$ cat src/sdrx_pkg.sv
// Shared types, codes and the CRC16-CCITT byte update for the SD SPI block receiver.
package sdrx_pkg;

    localparam logic [7:0]  TOKEN_START = 8'hFE;
    localparam logic [7:0]  IDLE_BYTE   = 8'hFF;
    localparam logic [15:0] CRC_POLY    = 16'h1021;
    localparam logic [15:0] ERR_MAX     = 16'hFFFF;

    // Configuration register indexes
    localparam logic [1:0] REG_BLOCK_LEN  = 2'd0;
    localparam logic [1:0] REG_WAIT_LIMIT = 2'd1;

    localparam logic [9:0]  BLOCK_LEN_RESET  = 10'd512;
    localparam logic [15:0] WAIT_LIMIT_RESET = 16'd4096;

    typedef enum logic [1:0] {
        PH_HUNT   = 2'd0,
        PH_DATA   = 2'd1,
        PH_CRC_HI = 2'd2,
        PH_CRC_LO = 2'd3
    } phase_t;

    typedef enum logic [1:0] {
        ST_OK        = 2'd0,
        ST_BAD_TOKEN = 2'd1,
        ST_TIMEOUT   = 2'd2,
        ST_CRC_BAD   = 2'd3
    } status_t;

    typedef struct packed {
        logic [7:0]  data_byte;
        logic        is_data;
        status_t     block_status;
        logic        last;
        logic [15:0] crc_error_total;
    } result_t;

    // CRC16-CCITT, MSB first, one byte per call
    function automatic logic [15:0] crc16_byte(input logic [15:0] crc_in,
                                                input logic [7:0] b);
        logic [15:0] c;
        c = crc_in ^ {b, 8'h00};
        for (int i = 0; i < 8; i++)
        begin
            if (c[15])
                c = {c[14:0], 1'b0} ^ CRC_POLY;
            else
                c = {c[14:0], 1'b0};
        end
        return c;
    endfunction

endpackage

$ cat src/sdrx_in_stage.sv
// Input register stage: holds one received byte until the core takes it.
module sdrx_in_stage
(
    input  logic       clk,
    input  logic       rst_n,
    input  logic       in_valid,
    output logic       in_ready,
    input  logic [7:0] in_byte,
    input  logic       advance,
    output logic       held_valid,
    output logic [7:0] held_byte
);

    logic       valid_reg;
    logic       valid_next;
    logic [7:0] byte_reg;

    // Accept when empty or when the held byte moves on this cycle
    assign in_ready = !valid_reg || advance;

    always_comb
    begin
        if (in_valid && in_ready)
            valid_next = 1'b1;
        else if (advance)
            valid_next = 1'b0;
        else
            valid_next = valid_reg;
    end

    always_ff @(posedge clk or negedge rst_n)
    begin
        if (!rst_n)
            valid_reg <= 1'b0;
        else
            valid_reg <= valid_next;
    end

    // Payload needs no reset
    always_ff @(posedge clk)
    begin
        if (in_valid && in_ready)
            byte_reg <= in_byte;
    end

    assign held_valid = valid_reg;
    assign held_byte  = byte_reg;

endmodule

$ cat src/sdrx_core.sv
// Block receiver core: token hunt, payload CRC, trailer compare and configuration registers.
module sdrx_core
#(
    parameter int MAX_BLOCK_BYTES = 512
)
(
    input  logic              clk,
    input  logic              rst_n,
    input  logic              cfg_write,
    input  logic [1:0]        cfg_index,
    input  logic [15:0]       cfg_data,
    input  logic              step,
    input  logic [7:0]        rx_byte,
    output logic              res_valid,
    output sdrx_pkg::result_t res
);

    localparam int CNT_W = $clog2(MAX_BLOCK_BYTES + 1);
    localparam int LEN_W = (CNT_W > 10) ? CNT_W : 10;

    logic [9:0]       block_len_reg;
    logic [15:0]      wait_limit_reg;

    sdrx_pkg::phase_t phase_reg, phase_next;
    logic [15:0]      wait_count_reg, wait_count_next;
    logic [CNT_W-1:0] byte_count_reg, byte_count_next;
    logic [15:0]      crc_reg, crc_next;
    logic [7:0]       crc_hi_reg, crc_hi_next;
    logic [15:0]      err_count_reg, err_count_next;

    logic [15:0]      wait_inc;
    logic             timeout_hit;
    logic [CNT_W-1:0] count_inc;
    logic [LEN_W-1:0] eff_len;
    logic [LEN_W-1:0] len_ext;
    logic             block_done;
    logic [15:0]      crc_upd;
    logic             crc_match;

    // Configuration registers
    always_ff @(posedge clk or negedge rst_n)
    begin
        if (!rst_n)
        begin
            block_len_reg  <= sdrx_pkg::BLOCK_LEN_RESET;
            wait_limit_reg <= sdrx_pkg::WAIT_LIMIT_RESET;
        end
        else if (cfg_write)
        begin
            case (cfg_index)
                sdrx_pkg::REG_BLOCK_LEN:  block_len_reg  <= cfg_data[9:0];
                sdrx_pkg::REG_WAIT_LIMIT: wait_limit_reg <= cfg_data;
                default: ;
            endcase
        end
    end

    // Clamp the block length to 1..MAX_BLOCK_BYTES
    always_comb
    begin
        len_ext = LEN_W'(block_len_reg);
        if (len_ext == '0)
            eff_len = LEN_W'(1);
        else if (len_ext > LEN_W'(MAX_BLOCK_BYTES))
            eff_len = LEN_W'(MAX_BLOCK_BYTES);
        else
            eff_len = len_ext;
    end

    assign wait_inc    = wait_count_reg + 16'd1;
    assign timeout_hit = (wait_inc >= wait_limit_reg) || (wait_inc == 16'd0);
    assign count_inc   = byte_count_reg + CNT_W'(1);
    assign block_done  = LEN_W'(count_inc) >= eff_len;
    assign crc_upd     = sdrx_pkg::crc16_byte(crc_reg, rx_byte);
    assign crc_match   = {crc_hi_reg, rx_byte} == crc_reg;

    // Next phase
    always_comb
    begin
        phase_next = phase_reg;
        case (phase_reg)
            sdrx_pkg::PH_HUNT:
                if (rx_byte == sdrx_pkg::TOKEN_START)
                    phase_next = sdrx_pkg::PH_DATA;
            sdrx_pkg::PH_DATA:
                if (block_done)
                    phase_next = sdrx_pkg::PH_CRC_HI;
            sdrx_pkg::PH_CRC_HI:
                phase_next = sdrx_pkg::PH_CRC_LO;
            sdrx_pkg::PH_CRC_LO:
                phase_next = sdrx_pkg::PH_HUNT;
            default:
                phase_next = sdrx_pkg::PH_HUNT;
        endcase
    end

    // Datapath updates and the result for this byte
    always_comb
    begin
        wait_count_next = wait_count_reg;
        byte_count_next = byte_count_reg;
        crc_next        = crc_reg;
        crc_hi_next     = crc_hi_reg;
        err_count_next  = err_count_reg;
        res_valid       = 1'b0;
        res.data_byte    = 8'h00;
        res.is_data      = 1'b0;
        res.block_status = sdrx_pkg::ST_OK;
        res.last         = 1'b0;
        case (phase_reg)
            sdrx_pkg::PH_HUNT:
            begin
                if (rx_byte == sdrx_pkg::IDLE_BYTE)
                begin
                    if (timeout_hit)
                    begin
                        wait_count_next  = 16'd0;
                        res_valid        = 1'b1;
                        res.block_status = sdrx_pkg::ST_TIMEOUT;
                        res.last         = 1'b1;
                    end
                    else
                        wait_count_next = wait_inc;
                end
                else
                begin
                    wait_count_next = 16'd0;
                    if (rx_byte == sdrx_pkg::TOKEN_START)
                    begin
                        byte_count_next = '0;
                        crc_next        = 16'd0;
                    end
                    else
                    begin
                        res_valid        = 1'b1;
                        res.block_status = sdrx_pkg::ST_BAD_TOKEN;
                        res.last         = 1'b1;
                    end
                end
            end
            sdrx_pkg::PH_DATA:
            begin
                crc_next        = crc_upd;
                byte_count_next = count_inc;
                res_valid       = 1'b1;
                res.data_byte   = rx_byte;
                res.is_data     = 1'b1;
            end
            sdrx_pkg::PH_CRC_HI:
                crc_hi_next = rx_byte;
            sdrx_pkg::PH_CRC_LO:
            begin
                wait_count_next = 16'd0;
                byte_count_next = '0;
                res_valid       = 1'b1;
                res.last        = 1'b1;
                if (!crc_match)
                begin
                    res.block_status = sdrx_pkg::ST_CRC_BAD;
                    if (err_count_reg != sdrx_pkg::ERR_MAX)
                        err_count_next = err_count_reg + 16'd1;
                end
            end
            default: ;
        endcase
        res.crc_error_total = err_count_next;
    end

    // Commit state when the byte is taken
    always_ff @(posedge clk or negedge rst_n)
    begin
        if (!rst_n)
        begin
            phase_reg      <= sdrx_pkg::PH_HUNT;
            wait_count_reg <= 16'd0;
            byte_count_reg <= '0;
            crc_reg        <= 16'd0;
            crc_hi_reg     <= 8'h00;
            err_count_reg  <= 16'd0;
        end
        else if (step)
        begin
            phase_reg      <= phase_next;
            wait_count_reg <= wait_count_next;
            byte_count_reg <= byte_count_next;
            crc_reg        <= crc_next;
            crc_hi_reg     <= crc_hi_next;
            err_count_reg  <= err_count_next;
        end
    end

endmodule

$ cat src/sdrx_out_stage.sv
// Output register stage: holds one result until the downstream side takes it.
module sdrx_out_stage
(
    input  logic              clk,
    input  logic              rst_n,
    input  logic              load,
    input  sdrx_pkg::result_t res,
    output logic              advance_ok,
    output logic              out_valid,
    input  logic              out_ready,
    output sdrx_pkg::result_t out_res
);

    logic              valid_reg;
    logic              valid_next;
    sdrx_pkg::result_t res_reg;

    // Free when empty or when the held result is taken this cycle
    assign advance_ok = !valid_reg || out_ready;

    always_comb
    begin
        if (load)
            valid_next = 1'b1;
        else if (out_ready)
            valid_next = 1'b0;
        else
            valid_next = valid_reg;
    end

    always_ff @(posedge clk or negedge rst_n)
    begin
        if (!rst_n)
            valid_reg <= 1'b0;
        else
            valid_reg <= valid_next;
    end

    always_ff @(posedge clk)
    begin
        if (load)
            res_reg <= res;
    end

    assign out_valid = valid_reg;
    assign out_res   = res_reg;

endmodule

$ cat src/sd_spi_data_block_receiver.sv
// Top level of the SD SPI-mode data block receiver.
//
// Slave stream (s_axis_*) carries bytes read from the card, one per transaction.
// The receiver skips 0xFF idle bytes while hunting for the 0xFE start token,
// reports a bad token for any other byte and a timeout once token_wait_limit
// idle bytes have gone by. After the token it forwards block_len payload bytes
// with is_data set, runs a CRC16-CCITT over them and closes the block with an
// ok or CRC-mismatch status (tlast high) after the two trailing CRC bytes.
// Token, CRC high byte and idle bytes below the limit give no result.
// Configuration: cfg_index 0 is block_len, 1 is token_wait_limit; cfg_ready is
// always high. Writes must be made while the block is idle; the block itself
// does not enforce this. A result goes through the input and result registers
// to the master stream. Throughput: one byte per cycle while the master side
// does not stall, set by the byte-wide CRC update between the input and result
// registers. Reset clears the phase, counters, CRC and error total and loads the
// register defaults (512, 4096). When the master side stalls, both registers
// hold and s_axis_tready drops once the input register is full.
module sd_spi_data_block_receiver
#(
    parameter int MAX_BLOCK_BYTES = 512
)
(
    input  logic        clk,
    input  logic        rst_n,
    // Configuration write channel
    input  logic        cfg_valid,
    output logic        cfg_ready,
    input  logic [1:0]  cfg_index,
    input  logic [15:0] cfg_data,
    // Byte input stream
    input  logic        s_axis_tvalid,
    output logic        s_axis_tready,
    input  logic [7:0]  s_axis_tdata,   // [7:0] rx_byte
    // Result stream
    output logic        m_axis_tvalid,
    input  logic        m_axis_tready,
    output logic [23:0] m_axis_tdata,   // [7:0] data_byte, [23:8] crc_error_total
    output logic [2:0]  m_axis_tuser,   // [0] is_data, [2:1] block_status
    output logic        m_axis_tlast    // last
);

    logic              held_valid;
    logic [7:0]        held_byte;
    logic              advance_ok;
    logic              advance;
    logic              res_valid;
    sdrx_pkg::result_t core_res;
    sdrx_pkg::result_t out_res;

    assign cfg_ready = 1'b1;
    assign advance   = held_valid && advance_ok;

    sdrx_in_stage u_in_stage
    (
        .clk        (clk),
        .rst_n      (rst_n),
        .in_valid   (s_axis_tvalid),
        .in_ready   (s_axis_tready),
        .in_byte    (s_axis_tdata),
        .advance    (advance),
        .held_valid (held_valid),
        .held_byte  (held_byte)
    );

    sdrx_core #(.MAX_BLOCK_BYTES(MAX_BLOCK_BYTES)) u_core
    (
        .clk       (clk),
        .rst_n     (rst_n),
        .cfg_write (cfg_valid && cfg_ready),
        .cfg_index (cfg_index),
        .cfg_data  (cfg_data),
        .step      (advance),
        .rx_byte   (held_byte),
        .res_valid (res_valid),
        .res       (core_res)
    );

    sdrx_out_stage u_out_stage
    (
        .clk        (clk),
        .rst_n      (rst_n),
        .load       (advance && res_valid),
        .res        (core_res),
        .advance_ok (advance_ok),
        .out_valid  (m_axis_tvalid),
        .out_ready  (m_axis_tready),
        .out_res    (out_res)
    );

    // Pack the result fields onto the stream
    assign m_axis_tdata = {out_res.crc_error_total, out_res.data_byte};
    assign m_axis_tuser = {out_res.block_status, out_res.is_data};
    assign m_axis_tlast = out_res.last;

endmodule

$ cat config.mk
export PLATFORM = sky130hd
export DESIGN_NAME = sd_spi_data_block_receiver
export DESIGN_NICKNAME = d
export VERILOG_FILES = /design/src/sdrx_pkg.sv /design/src/sdrx_in_stage.sv /design/src/sdrx_core.sv /design/src/sdrx_out_stage.sv /design/src/sd_spi_data_block_receiver.sv
export SDC_FILE = /design/constraint.sdc
export NUM_CORES = 1
export LEC_CHECK = 0
export ABC_AREA = 1
export BUFFER_PORTS_ARGS = -buffer_cell sky130_fd_sc_hd__buf_4
export CORE_MARGIN = 5
export CORE_UTILIZATION = 58
export CTS_CLUSTER_DIAMETER = 120
export CTS_CLUSTER_SIZE = 16
export DETAILED_ROUTE_END_ITERATION = 12
export GPL_ROUTABILITY_DRIVEN = 0
export PLACE_DENSITY = 0.78
export SLEW_MARGIN = 20
export SYNTH_ARGS = -nofsm -noshare
export SYNTH_HDL_FRONTEND = slang
export SYNTH_HIERARCHICAL = 1
export SYNTH_SLANG_ARGS = --single-unit
$ cat constraint.sdc
create_clock -name clk -period 6.37 [get_ports clk]
set_input_delay 0.9555 -clock clk [delete_from_list [all_inputs] [get_ports clk]]
set_output_delay 0.9555 -clock clk [all_outputs]
set_load 0.005 [all_outputs]
## Yosys cells after proc, flatten, opt, wreduce, memory -nomap -nowiden

Cells that the tools add are included.

- $add $sub $neg: 3
- Magnitude comparators: 3
- Equality and inequality tests: 11
- Mux-type cells: 39
- Bitwise logic cells: 9
- Reductions and logical operators: 25

Operator list:

| operator | count |
|---|---|
| 2-to-1 mux 16 bit | 7 |
| 2-to-1 mux 13 bit | 8 |
| one-hot mux 16 bit (2 select lines) | 2 |
| 2-to-1 mux 10 bit | 4 |
| adder 16 x 1 -> 16 bit, second input constant | 2 |
| one-hot mux 10 bit (3 select lines) | 1 |
| NOT 3 bit | 8 |
| equality test 16 bit | 1 |
| equality test 8 bit, second input constant | 2 |
| greater-or-equal comparator 16 bit | 1 |
| logical NOT 16 bit | 1 |
| != test 16 bit, second input constant | 1 |
| XOR 16 bit | 1 |
| adder 10 x 1 -> 10 bit, second input constant | 1 |
| greater-or-equal comparator 10 bit | 1 |
| > comparator 10 bit, second input constant | 1 |
| logical NOT 10 bit | 1 |
| 2-to-1 mux 1 bit | 8 |
| 2-to-1 mux 2 bit | 4 |
| one-hot mux 2 bit (4 select lines) | 1 |
| AND reduction 2 bit | 4 |
| AND reduction 4 bit | 2 |
| nonzero test 2 bit | 4 |
| 2-to-1 mux 3 bit | 2 |
| 13 further kinds | 22 |

- Register bits: 132
- Input port bits: 31
- Output and inout bits: 31
- Logic and storage cells: 106

## Longest topological paths before layout

Gate-level depths: netlist of the first run.

- Depth in word-level cells: 18
- Gate-level depth with buffers: 24
- Depth with buffers taken out: 24

## By module

The synthesis of the first run kept the hierarchy.

By module, submodules not included:

| module | instances | cells an instance | area each (µm²) | seq. area each (µm²) |
|---|---|---|---|---|
| sdrx_core | 1 | 881 | 6292.3 | 2354.8 |
| sdrx_out_stage | 1 | 33 | 885.8 | 865.8 |
| sdrx_in_stage | 1 | 14 | 285.3 | 265.3 |
| sd_spi_data_block_receiver | 1 | 6 | 28.8 | 0.0 |

## Least setup slack after synthesis of the first run

No wires, ideal clock.

- Kind: register to register
- Start: reg u_core.wait_count_reg[0]
- End: reg u_out_stage.res_reg (netlist bit u_out_stage/out_res[0]), enable pin
- Library setup time: 391 ps
- Arrival time: 2983 ps
- Path slack: 2995 ps
- Stages on the path, launching flop included: 21
- Period minus slack after synthesis: 3375 ps
- Path through: dfrtp_1 > ha_1 > nand3_1 > nor2_1 > nand4_1 > nand2_1 > inv_1 > ha_1 > nand2_1 > inv_1 > nand3_1 > nor2_1 > and3_1 > nor2_1 > nand2_2 > nand2_1 > nand3_1 > nand2_1 > inv_1 > inv_1 > nor2_2

- Cells in the longest elaborated chain, start to end: 7
- Elaborated cells between the ends (all ways): 8
- Classes of those cells: add/sub: 1; order compare: 1; mux: 3; reduce/logical: 3

RTL lines:

| what | line | text |
|---|---|---|
| from (decl) | sdrx_core.sv:25 | `logic [15:0] wait_count_reg, wait_count_next;` |
| from (signal assigned) | sdrx_core.sv:184 | `wait_count_reg <= wait_count_next;` |
| adder 16 x 1 -> 16 bit * | sdrx_core.sv:70 | `assign wait_inc = wait_count_reg + 16'd1;` |
| greater-or-equal comparator 16 bit / logical NOT 16 bit (equally long branches) | sdrx_core.sv:71 | `assign timeout_hit = (wait_inc >= wait_limit_reg) \|\| (wait_inc == 16'd0);` |
| logical OR 1 bit * | sdrx_core.sv:71 |  |
| 2-to-1 mux 1 bit * | sdrx_core.sv:115 | `if (timeout_hit)` |
| 2-to-1 mux 1 bit * | sdrx_core.sv:113 | `if (rx_byte == sdrx_pkg::IDLE_BYTE)` |
| one-hot mux 1 bit (2 select lines) * | sdrx_core.sv:110 | `case (phase_reg)` |
| net res_valid | sd_spi_data_block_receiver.sv:46 | `logic res_valid;` |
| logical AND 1 bit * | sd_spi_data_block_receiver.sv:82 | `.load (advance && res_valid),` |
| to (signal assigned) | sdrx_out_stage.sv:42 | `res_reg <= res;` |
| to (decl) | sdrx_out_stage.sv:16 | `sdrx_pkg::result_t res_reg;` |

The timed path passes the listed nets; every way through them passes the cells marked *.
A chain may end at the register's enable or synchronous reset.

## Worst setup path after layout of the first run

- Start: reg u_core.wait_count_reg[0]
- End: reg u_out_stage.res_reg (netlist bit u_out_stage/out_res[26]), enable pin

Same word-level chain as after synthesis.

==> flow_metrics.env, run 1 <==
export IMPL_p_leak_nw=4.34
export IMPL_cts_tree="built"
export IMPL_worstSkewPairLatency_ns=0.43
export IMPL_tns_ns=0
export IMPL_largest_reg_flops=28
export IMPL_clk_pin_slew_ns=0.06
export IMPL_synthSimpleGateAreaFrac=0.231
export IMPL_finalCritPeriodShare=0.523
export IMPL_synth_compound_area_frac=0.0992
export IMPL_grt_pass1_vias=5758
export IMPL_synth_main_ff_cell="dfrtp_1"
export IMPL_fillers=1048
export IMPL_yosysTopAreaCell="dfrtp_1"
export IMPL_core_area_mm2=0.0126
export IMPL_synthXorXnorAreaFrac=0.0596
export IMPL_worst_path_max_fanout=29
export IMPL_io_pin_count=62
export IMPL_finalSetupViolCount=0
export IMPL_totalPowerFinal_mw=3.42
export IMPL_final_layout_size_suffix_gt1_frac=0.119
export IMPL_finalClockSkew_ns=0.00585
export IMPL_mostFrequentLayoutCells="nand2_1 (268), inv_1 (135), dfrtp_1 (94), o21ai_0 (78), buf_4 (63)"
export IMPL_hold_viol_final=0
export IMPL_max_slew_worst_pin_slew_ns=1.04
export IMPL_ys_ff_latch=132
export IMPL_cts_root_buf="clkbuf_16"
export IMPL_synth_edf_count=36
export IMPL_ys_types=41
export IMPL_grtUsageTotal=0.227
export IMPL_dp_hpwl_mm=11.5
export IMPL_antenna_found_initial=0
export IMPL_cp_start_kind="flip-flop"
export IMPL_drtPass1Iterations=5
export IMPL_yosysWarningCount=6
export IMPL_die_h_um=124
export IMPL_yosysTopAreaCellShare=0.314
export IMPL_area_growth_pct=15.7
export IMPL_cp_end_kind="flip-flop"
export IMPL_drt_iter0_markers=710
export IMPL_wl_per_cell_um=13.6
export IMPL_hold_path_class="input pin to async pin"
export IMPL_cp_arrival_ns=3.42
export IMPL_maxCapViolations=0
export IMPL_path_cells="ha_1 -> nand3_1 -> nor2_1 -> nand4_1 -> nand2_1 -> inv_1 -> ha_1 -> nand2_1 -> inv_1 -> nand3_1 -> nor2_1 -> and3_1 -> nor2_1 -> nand2_2 -> nand2_1 -> nand3_1 -> nand2_1 -> inv_1 -> inv_1 -> nor2_2 -> buf_4"
export IMPL_synth_nets=1000
export IMPL_syn_inst=934
export IMPL_slew_viol_final=0
export IMPL_via_count=6177
export IMPL_synth_mux_area_frac=0.00301
export IMPL_min_period_ns=3.33
export IMPL_cts_hold_fix_buffers=0
export IMPL_postCtsSetupBuffers=0
export IMPL_gr_total_overflow=0
export IMPL_rows=41
export IMPL_cp_required_ns=6.46
export IMPL_p_per_area_mw_per_mm2=394
export IMPL_synth_adder_area_share=0.0585
export IMPL_rsz0062_at_grt="no"
export IMPL_port_buffer_count=60
export IMPL_ir_drop_v=0.000234
export IMPL_drc_errors=0
export IMPL_antenna_left=0
export IMPL_cp_slowest_cell="dfrtp_1"
export IMPL_start_util=0.594
export IMPL_numCtsBuffers=17
export IMPL_synth_area_leaders="dfrtp_1 (31%), edfxtp_1 (14%), nand2_1 (13%)"
export IMPL_die_w_um=124
export IMPL_fmax_mhz=300
export IMPL_synth_top_family_by_area="simple AND/OR/NAND/NOR gates"
export IMPL_dieArea_mm2=0.0153
export IMPL_cts_resized=0
export IMPL_grt_max_degree=69
export IMPL_nNetsFinal=1061
export IMPL_cts_sinks=132
export IMPL_status="finished, final reports clean"
export IMPL_syn_area_per_cell_um2=8.02
export IMPL_finalWirelength_mm=16.1
export IMPL_htree_levels=4
export IMPL_final_common_cell="nand2_1"
export IMPL_netlist_area_mm2=0.00749
export IMPL_cpPeakStageDelay_ns=0.41
export IMPL_grt_pass1_wl_mm=27.1
export IMPL_vias_per_cell=5.23
export IMPL_diodes=0
export IMPL_clock_path_buffers=2
export IMPL_critPathKind="flip-flop to flip-flop"
export IMPL_slew_headroom=0.305
export IMPL_synthArstFlopShare=0.727
export IMPL_yosysSeqAreaShare=0.465
[worst max-delay path, delay by kind of cell (launching register included)]
family | cells | cell delay (ns)
adder cells (fa/ha/maj) | 2 | 0.49
buffers and inverters | 5 | 0.56
AND/OR/NAND/NOR | 14 | 1.50
flip-flops | 1 | 0.41
[cells in the mapped netlist, drive strengths merged (3+ instances only)]
| master | number |
|---|---|
| nand3 | 43 |
| inv | 139 |
| o22ai | 7 |
| nor2 | 64 |
| nand4 | 11 |
| nor3 | 11 |
| nand3b | 3 |
| a21oi | 23 |
| xnor2 | 15 |
| o21ai | 98 |
| xor2 | 36 |
| nand2 | 273 |
| clkbuf | 12 |
| a31oi | 3 |
| ha | 35 |
| a21o | 3 |
| dfrtp | 94 |
| edfxtp | 36 |
| nor4 | 6 |
| buf | 9 |
[where the power goes]
group,switching (mW),internal [mW],total [mW]
combinational,0.700,0.452,1.15
clock,0.383,0.576,0.959
sequential,0.160,1.15,1.31
total,1.24,2.17,3.42
[path summary, 6_finish.rpt]
check / to / start / slack [ns] / cells after the start
setup / recovery: u_out_stage/out_res[26] / u_core/wait_count_reg[0] / 3.04 / 21
hold / removal: u_core/block_len_reg[1] / rst_n / 0.44 / 1
setup reg to reg: u_out_stage/out_res[26] / u_core/wait_count_reg[0] / 3.04 / 21
hold reg to reg: u_core/wait_limit_reg[4] / u_core/wait_limit_reg[4] / 0.48 / 2
max in group asynchronous: u_core/err_count_reg[2] / rst_n / 4.73 / 2
min in group clk: u_core/wait_limit_reg[4] / u_core/wait_limit_reg[4] / 0.48 / 2
[layer usage]
| metal | track usage | wire (um) |
|---|---|---|
| met2 | 0.375 | 7690 |
| met3 | 0.0586 | 1040 |
| met4 | 0.0727 | 198 |
| met1 | 0.294 | 7180 |
| met5 | 0 | 0 |
[area by class of cell]
class	count	area, um^2	area share
Clock buffer	17	425	0.0491
Clock inverter	15	156	0.0180
Inverter	139	524	0.0605
Multi-Input combinational cell	642	3390	0.391
Sequential cell	132	3490	0.402
Tap cell	172	215	0.0248
Timing Repair Buffer	63	473	0.0546
[cells by family after synthesis]
group | count (synthesis)
AOI/OAI and AO/OA | 137
xor gates and xnor gates | 51
adders and majority gates | 35
buffers and inverters | 160
DFF | 132
muxes | 2
other | 1
and+or+nand+nor | 416
[metrics by stage]
stage / cells / util / setup WS, ns / area, um^2 / hold slack [ns]
after floorplan: 934 / - / 3.00 / 7490 / 0.453
after global placement: 1148 / 0.641 / 2.94 / 8090 / 0.469
after detailed placement: 1148 / 0.641 / 2.92 / 8090 / 0.474
after CTS: 1180 / 0.687 / 3.02 / 8670 / 0.443
after global routing: 1180 / 0.687 / 2.65 / 8670 / 0.459
final: 1180 / 0.687 / 3.04 / 8670 / 0.440
No activity file was read; power rests on OpenSTA's default activity.
==> inputs of run 2 (changes only) <==
--- a/config.mk
+++ b/config.mk
@@ -5,15 +5,15 @@
 export SDC_FILE = /design/constraint.sdc
 export NUM_CORES = 1
 export LEC_CHECK = 0
-export ABC_AREA = 1
+export ABC_AREA = 0
 export BUFFER_PORTS_ARGS = -buffer_cell sky130_fd_sc_hd__buf_4
 export CORE_MARGIN = 5
-export CORE_UTILIZATION = 58
+export CORE_UTILIZATION = 54
 export CTS_CLUSTER_DIAMETER = 120
 export CTS_CLUSTER_SIZE = 16
 export DETAILED_ROUTE_END_ITERATION = 12
 export GPL_ROUTABILITY_DRIVEN = 0
-export PLACE_DENSITY = 0.78
+export PLACE_DENSITY = 0.76
 export SLEW_MARGIN = 20
 export SYNTH_ARGS = -nofsm -noshare
 export SYNTH_HDL_FRONTEND = slang
==> constraint.sdc (replaced) <==
create_clock -name clk -period 3.05 [get_ports clk]
set_input_delay 0.4575 -clock clk [delete_from_list [all_inputs] [get_ports clk]]
set_output_delay 0.4575 -clock clk [all_outputs]
set_load 0.005 [all_outputs]
==> run 2 against run 1 <==
Against the previous run: the run now ends with negative setup slack left; synthesized area is 2.4% lower; worst setup slack worse by 3.3 ns; non-clock buffer count grew 55; register-to-register slack worse by 3.3 ns; final cell count is 16% lower; largest power group unchanged.
==> flow_metrics.env, run 2 <==
export IMPL_finalClockSkew_ns=0.0175
export IMPL_gr_total_overflow=0
export IMPL_netlist_area_mm2=0.00732
export IMPL_finalWirelength_mm=17.6
export IMPL_dieArea_mm2=0.0160
export IMPL_area_growth_pct=25.7
export IMPL_port_buffer_count=60
export IMPL_synth_edf_count=36
export IMPL_via_count=5781
export IMPL_die_h_um=126
export IMPL_ys_types=62
export IMPL_start_util=0.552
export IMPL_totalPowerFinal_mw=6.97
export IMPL_die_w_um=126
export IMPL_htree_levels=4
export IMPL_drtPass1Iterations=5
export IMPL_yosysWarningCount=6
export IMPL_dp_hpwl_mm=11.9
export IMPL_setup_ws_ns=-0.287
export IMPL_worst_path_max_fanout=12
export IMPL_cts_tree="built"
export IMPL_slew_headroom=0.463
export IMPL_rsz0062_at_grt="yes"
export IMPL_final_util=0.694
export IMPL_clk_pin_slew_ns=0.06
export IMPL_rows=42
export IMPL_grt_max_degree=55
export IMPL_yosysTopAreaCell="dfrtp_1"
export IMPL_yosysSeqAreaShare=0.476
export IMPL_fin_cells=992
export IMPL_largest_reg_flops=28
export IMPL_synth_area_leaders="dfrtp_1 (32%), edfxtp_1 (15%), xnor2_1 (8.0%)"
export IMPL_antenna_found_initial=0
export IMPL_mostFrequentLayoutCells="buf_4 (107), dfrtp_1 (93), nand2_1 (87), xnor2_1 (60), mux2_2 (44)"
export IMPL_synth_main_ff_cell="dfrtp_1"
export IMPL_finalSetupViolCount=30
export IMPL_syn_area_per_cell_um2=10.5
export IMPL_grt_pass1_wl_mm=29.1
export IMPL_slew_viol_final=0
export IMPL_maxCapViolations=0
export IMPL_worstSkewPairLatency_ns=0.42
export IMPL_cp_required_ns=3.18
export IMPL_status="complete, but fails checks"
export IMPL_ir_drop_v=0.000517
export IMPL_cts_sinks=132
export IMPL_violations="negative setup slack"
export IMPL_nNetsFinal=869
export IMPL_hold_viol_final=0
export IMPL_wl_per_cell_um=17.8
export IMPL_hold_path_class="input pin to async pin"
export IMPL_core_area_mm2=0.0132
export IMPL_final_common_cell="buf_4"
export IMPL_synthArstFlopShare=0.727
export IMPL_critPathKind="flip-flop to flip-flop"
export IMPL_numCtsBuffers=17
export IMPL_clock_path_buffers=2
export IMPL_cp_start_kind="flip-flop"
export IMPL_cp_arrival_ns=3.47
export IMPL_antenna_left=0
export IMPL_diodes=0
export IMPL_ys_ff_latch=132
export IMPL_grtUsageTotal=0.225
export IMPL_synth_nets=763
export IMPL_p_leak_nw=4.02
export IMPL_syn_inst=697
export IMPL_p_per_area_mw_per_mm2=758
export IMPL_fmax_mhz=300
export IMPL_placed_cells=951
export IMPL_drc_errors=0
export IMPL_yosysMostFrequentCell="dfrtp_1"
export IMPL_cp_startpoint="u_core/wait_count_reg[0]"
export IMPL_fillers=930
export IMPL_timing_hold_ws_ns=0.0792
export IMPL_cts_root_buf="clkbuf_16"
export IMPL_vias_per_cell=5.83
export IMPL_drt_iter0_markers=555
export IMPL_grt_pass1_vias=5879
export IMPL_finalCritPeriodShare=1.09
export IMPL_cp_end_kind="flip-flop"
export IMPL_yosysTopAreaCellShare=0.322
export IMPL_final_layout_size_suffix_gt1_frac=0.304
export IMPL_io_pin_count=62
export IMPL_synthTopCellsByCount="dfrtp_1 (94), nand2_1 (90), xnor2_1 (67), mux2_2 (44), o21ai_0 (42)"
export IMPL_max_slew_worst_pin_slew_ns=0.803
export IMPL_min_period_ns=3.34
export IMPL_rr_startpoint="u_core/wait_count_reg[0]"
run 2: what timing repair did:
| item | CTS | global route |
|---|---|---|
| pin swaps | 18 | 10 |
| endpoints found under the hold margin | 0 | 0 |
| endpoints found under the setup margin | 38 | 44 |
| hold buffers | 0 | 0 |
| cloned | 1 | 1 |
| resized for setup | 19 | 43 |
| buffers inserted | 7 | 1 |
run 2: stage by stage:
step / TNS, ns / instance area, um^2 / worst slack [ns]
2_1_floorplan: -9.42 / 7360 / -0.328
3_3_place_gp: -5.50 / 8280 / -0.198
3_5_place_dp: -9.25 / 8280 / -0.323
4_1_cts: -6.57 / 9020 / -0.234
5_1_grt: -11.98 / 9200 / -0.429
6_report: -7.01 / 9200 / -0.287
run 2: critical path, stage by stage, from the launching register on:
cell	delay, ns
dfrtp_2	0.37
ha_2	0.18
and4_4	0.24
buf_4	0.12
nand2_1	0.07
xnor2_1	0.30
ha_1	0.24
a21oi_2	0.07
o21ai_2	0.16
a21oi_4	0.08
o31ai_4	0.07
a221o_1	0.20
nor2_1	0.06
a2111oi_2	0.38
and3_4	0.29
buf_12	0.11
buf_12	0.12
run 2: cell families (layout without fill, tap and decap cells):
kind of cell / count (synthesis) / in the layout / share of synthesized area
compound gates: 96 / 96 / 0.0857
xor+xnor: 84 / 84 / 0.101
fa+ha+maj: 35 / 35 / 0.0599
buf+inv: 58 / 176 / 0.0328
flops: 132 / 132 / 0.476
mux: 45 / 45 / 0.0698
other cells: 1 / 1 / 0.000513
simple gates: 246 / 247 / 0.174
run 2: routing by layer:
metal  wire (um)  share of wire  track usage
met5           0              0            0
met4         331          0.019       0.0662
met3        1190          0.068       0.0559
met2        9010           0.51        0.393
met1        7090           0.40        0.277
run 2: power breakdown:
part	switching [mW]	leakage [nW]	internal [mW]
Combinational	1.22	2.16	1.12
Clock	0.721	0.272	1.22
Sequential	0.341	1.58	2.35
Total	2.28	4.02	4.69
run 2: final timing paths:
path,end,slack (ns),cells after the start
max,u_out_stage/out_res[11],-0.29,16
min,u_core/crc_reg[9],0.08,1
max reg2reg,u_out_stage/out_res[11],-0.29,16
min reg2reg,u_core/wait_limit_reg[1],0.51,1
max in group asynchronous,u_core/block_len_reg[9],2.19,2
min in group clk,u_in_stage/held_byte[2],0.21,1
run 2: cell type report:
class	instances	area [um^2]	share of cell area
timing repair buffer	118	962	0.105
inverter	26	97.6	0.0106
multi-input combinational	508	3870	0.421
sequential	132	3490	0.379
tap	176	220	0.0239
clock buffer	22	454	0.0494
clock inverter	10	108	0.0117
==> inputs of run 3 (changes only) <==
--- a/config.mk
+++ b/config.mk
@@ -13,7 +13,7 @@
 export CTS_CLUSTER_SIZE = 16
 export DETAILED_ROUTE_END_ITERATION = 12
 export GPL_ROUTABILITY_DRIVEN = 0
-export PLACE_DENSITY = 0.76
+export PLACE_DENSITY = 0.79
 export SLEW_MARGIN = 20
 export SYNTH_ARGS = -nofsm -noshare
 export SYNTH_HDL_FRONTEND = slang
==> run 3 against run 2 <==
Against the previous run: the run still ends with negative setup slack left; utilization fell by 0.20 points; final cell count rose by 0.10%; flip-flop and latch count did not move; worst setup slack got worse by 0.043 ns; global-route usage fell by 0.19 points; fmax fell by 1.3%; highest routed layer unchanged; first-iteration DRC count rose by 5.2%; die area did not move; register-to-register slack got worse by 0.04 ns; non-clock buffer count rose by 1; routed wire length rose by 0.27%; power rose by 2.5%.
==> flow_metrics.env, run 3 (same netlist as run 2, synthesis figures left out) <==
export IMPL_status="complete, but fails checks"
export IMPL_violations="negative setup slack"
export IMPL_slew_headroom=0.381
export IMPL_finalClockSkew_ns=0.00982
export IMPL_hold_path_class="input pin to async pin"
export IMPL_dieArea_mm2=0.0160
export IMPL_dpl_instance_area_mm2=0.00826
export IMPL_p_leak_nw=4.00
export IMPL_finalSetupViolCount=47
export IMPL_cp_start_kind="flip-flop"
export IMPL_clk_pin_slew_ns=0.05
export IMPL_clock_path_buffers=2
export IMPL_via_count=5805
export IMPL_fillers=972
export IMPL_cts_tree="built"
export IMPL_vias_per_cell=5.85
export IMPL_dp_hpwl_mm=12.0
export IMPL_drt_iter0_markers=584
export IMPL_cp_required_ns=3.18
export IMPL_max_slew_worst_pin_slew_ns=0.928
export IMPL_start_util=0.552
export IMPL_mostFrequentLayoutCells="buf_4 (110), dfrtp_1 (93), nand2_1 (86), xnor2_1 (64), mux2_2 (44)"
export IMPL_grt_pass1_vias=5950
export IMPL_port_buffer_count=60
export IMPL_die_h_um=126
export IMPL_tns_ns=-10.34
export IMPL_finalCritPeriodShare=1.11
export IMPL_p_switching_mw=2.33
export IMPL_rr_startpoint="u_core/wait_count_reg[1]"
export IMPL_final_layout_size_suffix_gt1_frac=0.300
export IMPL_wl_per_cell_um=17.8
export IMPL_worst_path_max_fanout=15
export IMPL_slew_viol_final=0
export IMPL_setup_ws_ns=-0.330
export IMPL_ir_drop_v=0.000528
export IMPL_drc_errors=0
export IMPL_cp_end_kind="flip-flop"
export IMPL_clkPwrFrac=0.294
export IMPL_path_cells="ha_2 -> and4_4 -> buf_4 -> nand4_2 -> xnor2_1 -> ha_1 -> nand3_2 -> o31ai_4 -> a221o_1 -> nor2_2 -> a2111oi_2 -> and3_4 -> buf_12"
export IMPL_cts_hold_fix_buffers=0
export IMPL_die_w_um=126
export IMPL_rsz0062_at_grt="yes"
export IMPL_cpPeakStageDelay_ns=0.39
export IMPL_gr_total_overflow=0
export IMPL_numCtsBuffers=17
export IMPL_path_buf_inv=2
export IMPL_hold_viol_final=0
export IMPL_p_sw_frac=0.326
export IMPL_seqPwrFrac=0.379
export IMPL_p_per_area_mw_per_mm2=779
export IMPL_cpLargestDelayFamily="compound AO/OA/AOI/OAI gates"
export IMPL_fmax_mhz=296
export IMPL_rows=42
export IMPL_area_growth_pct=25.3
export IMPL_final_common_cell="buf_4"
export IMPL_core_area_mm2=0.0132
export IMPL_htree_levels=4
export IMPL_drtPass1Iterations=5
export IMPL_maxCapViolations=0
export IMPL_grt_pass1_wl_mm=28.8
export IMPL_diodes=0
export IMPL_worstSkewPairLatency_ns=0.43
export IMPL_timing_hold_ws_ns=0.178
export IMPL_critPathKind="flip-flop to flip-flop"
export IMPL_p_int_mw=4.82
export IMPL_finalWirelength_mm=17.7
export IMPL_cts_sinks=132
export IMPL_combinationalPowerShare=0.327
export IMPL_cp_startpoint="u_core/wait_count_reg[1]"
export IMPL_cts_root_buf="clkbuf_16"
export IMPL_grtUsageTotal=0.223
export IMPL_cp_arrival_ns=3.51
export IMPL_nNetsFinal=870
export IMPL_fin_area_mm2=0.00917
export IMPL_largest_reg_flops=28
export IMPL_io_pin_count=62
export IMPL_pre_cts_slack_ns=-0.396
export IMPL_antenna_left=0
export IMPL_min_period_ns=3.38
export IMPL_antenna_found_initial=0
export IMPL_cp_slowest_cell="a2111oi_2"
export IMPL_grt_max_degree=74
[run 3: power groups by stage]
stage               combinational (mW)  sequential [mW]  clock [mW]
finish                            2.33             2.71        2.10
global route                      2.56             2.76        2.22
CTS                               2.39             2.71        2.13
detailed placement                2.21             2.73           0
global placement                  2.13             2.70           0
floorplan                         1.49             2.65           0
[run 3: cell type report]
cell class,count,area [um^2],area share
clock buffers,24,492,0.0536
clock inverters,8,123,0.0134
inverters,26,97.6,0.0106
multi-input cells,508,3810,0.415
flip-flops and latches,132,3490,0.380
well taps,176,220,0.0240
repair buffers,119,945,0.103
[run 3: final timing paths]
path / to / slack, ns / cells after the start
worst max-delay path: u_out_stage/out_res[0] / -0.33 / 13
worst min-delay path: u_core/crc_reg[6] / 0.18 / 1
worst max register to register: u_out_stage/out_res[0] / -0.33 / 13
worst min register to register: u_core/wait_limit_reg[6] / 0.50 / 1
max in group asynchronous: u_core/wait_limit_reg[12] / 2.06 / 2
min in group clk: u_in_stage/held_byte[7] / 0.21 / 1
[run 3: what timing repair did]
action	in CTS	in global routing
setup buffers	10	2
hold endpoints to repair	0	0
cloned	2	0
pin swaps	18	17
gates resized for setup	42	19
setup endpoints to repair	47	47
[run 3: per-stage QoR]
step            util  std cells  power, mW
3_3_place_gp   0.623        950       4.83
3_5_place_dp   0.623        950       4.94
4_1_cts        0.691        993       7.22
5_1_grt        0.692        993       7.54
2_1_floorplan      -        697       4.14
6_report       0.692        993       7.15
[run 3: routing by layer]
layer / share of wire / GRT usage
met5: 0 / 0
met4: 0.030 / 0.0953
met3: 0.053 / 0.0525
met2: 0.52 / 0.401
met1: 0.39 / 0.254
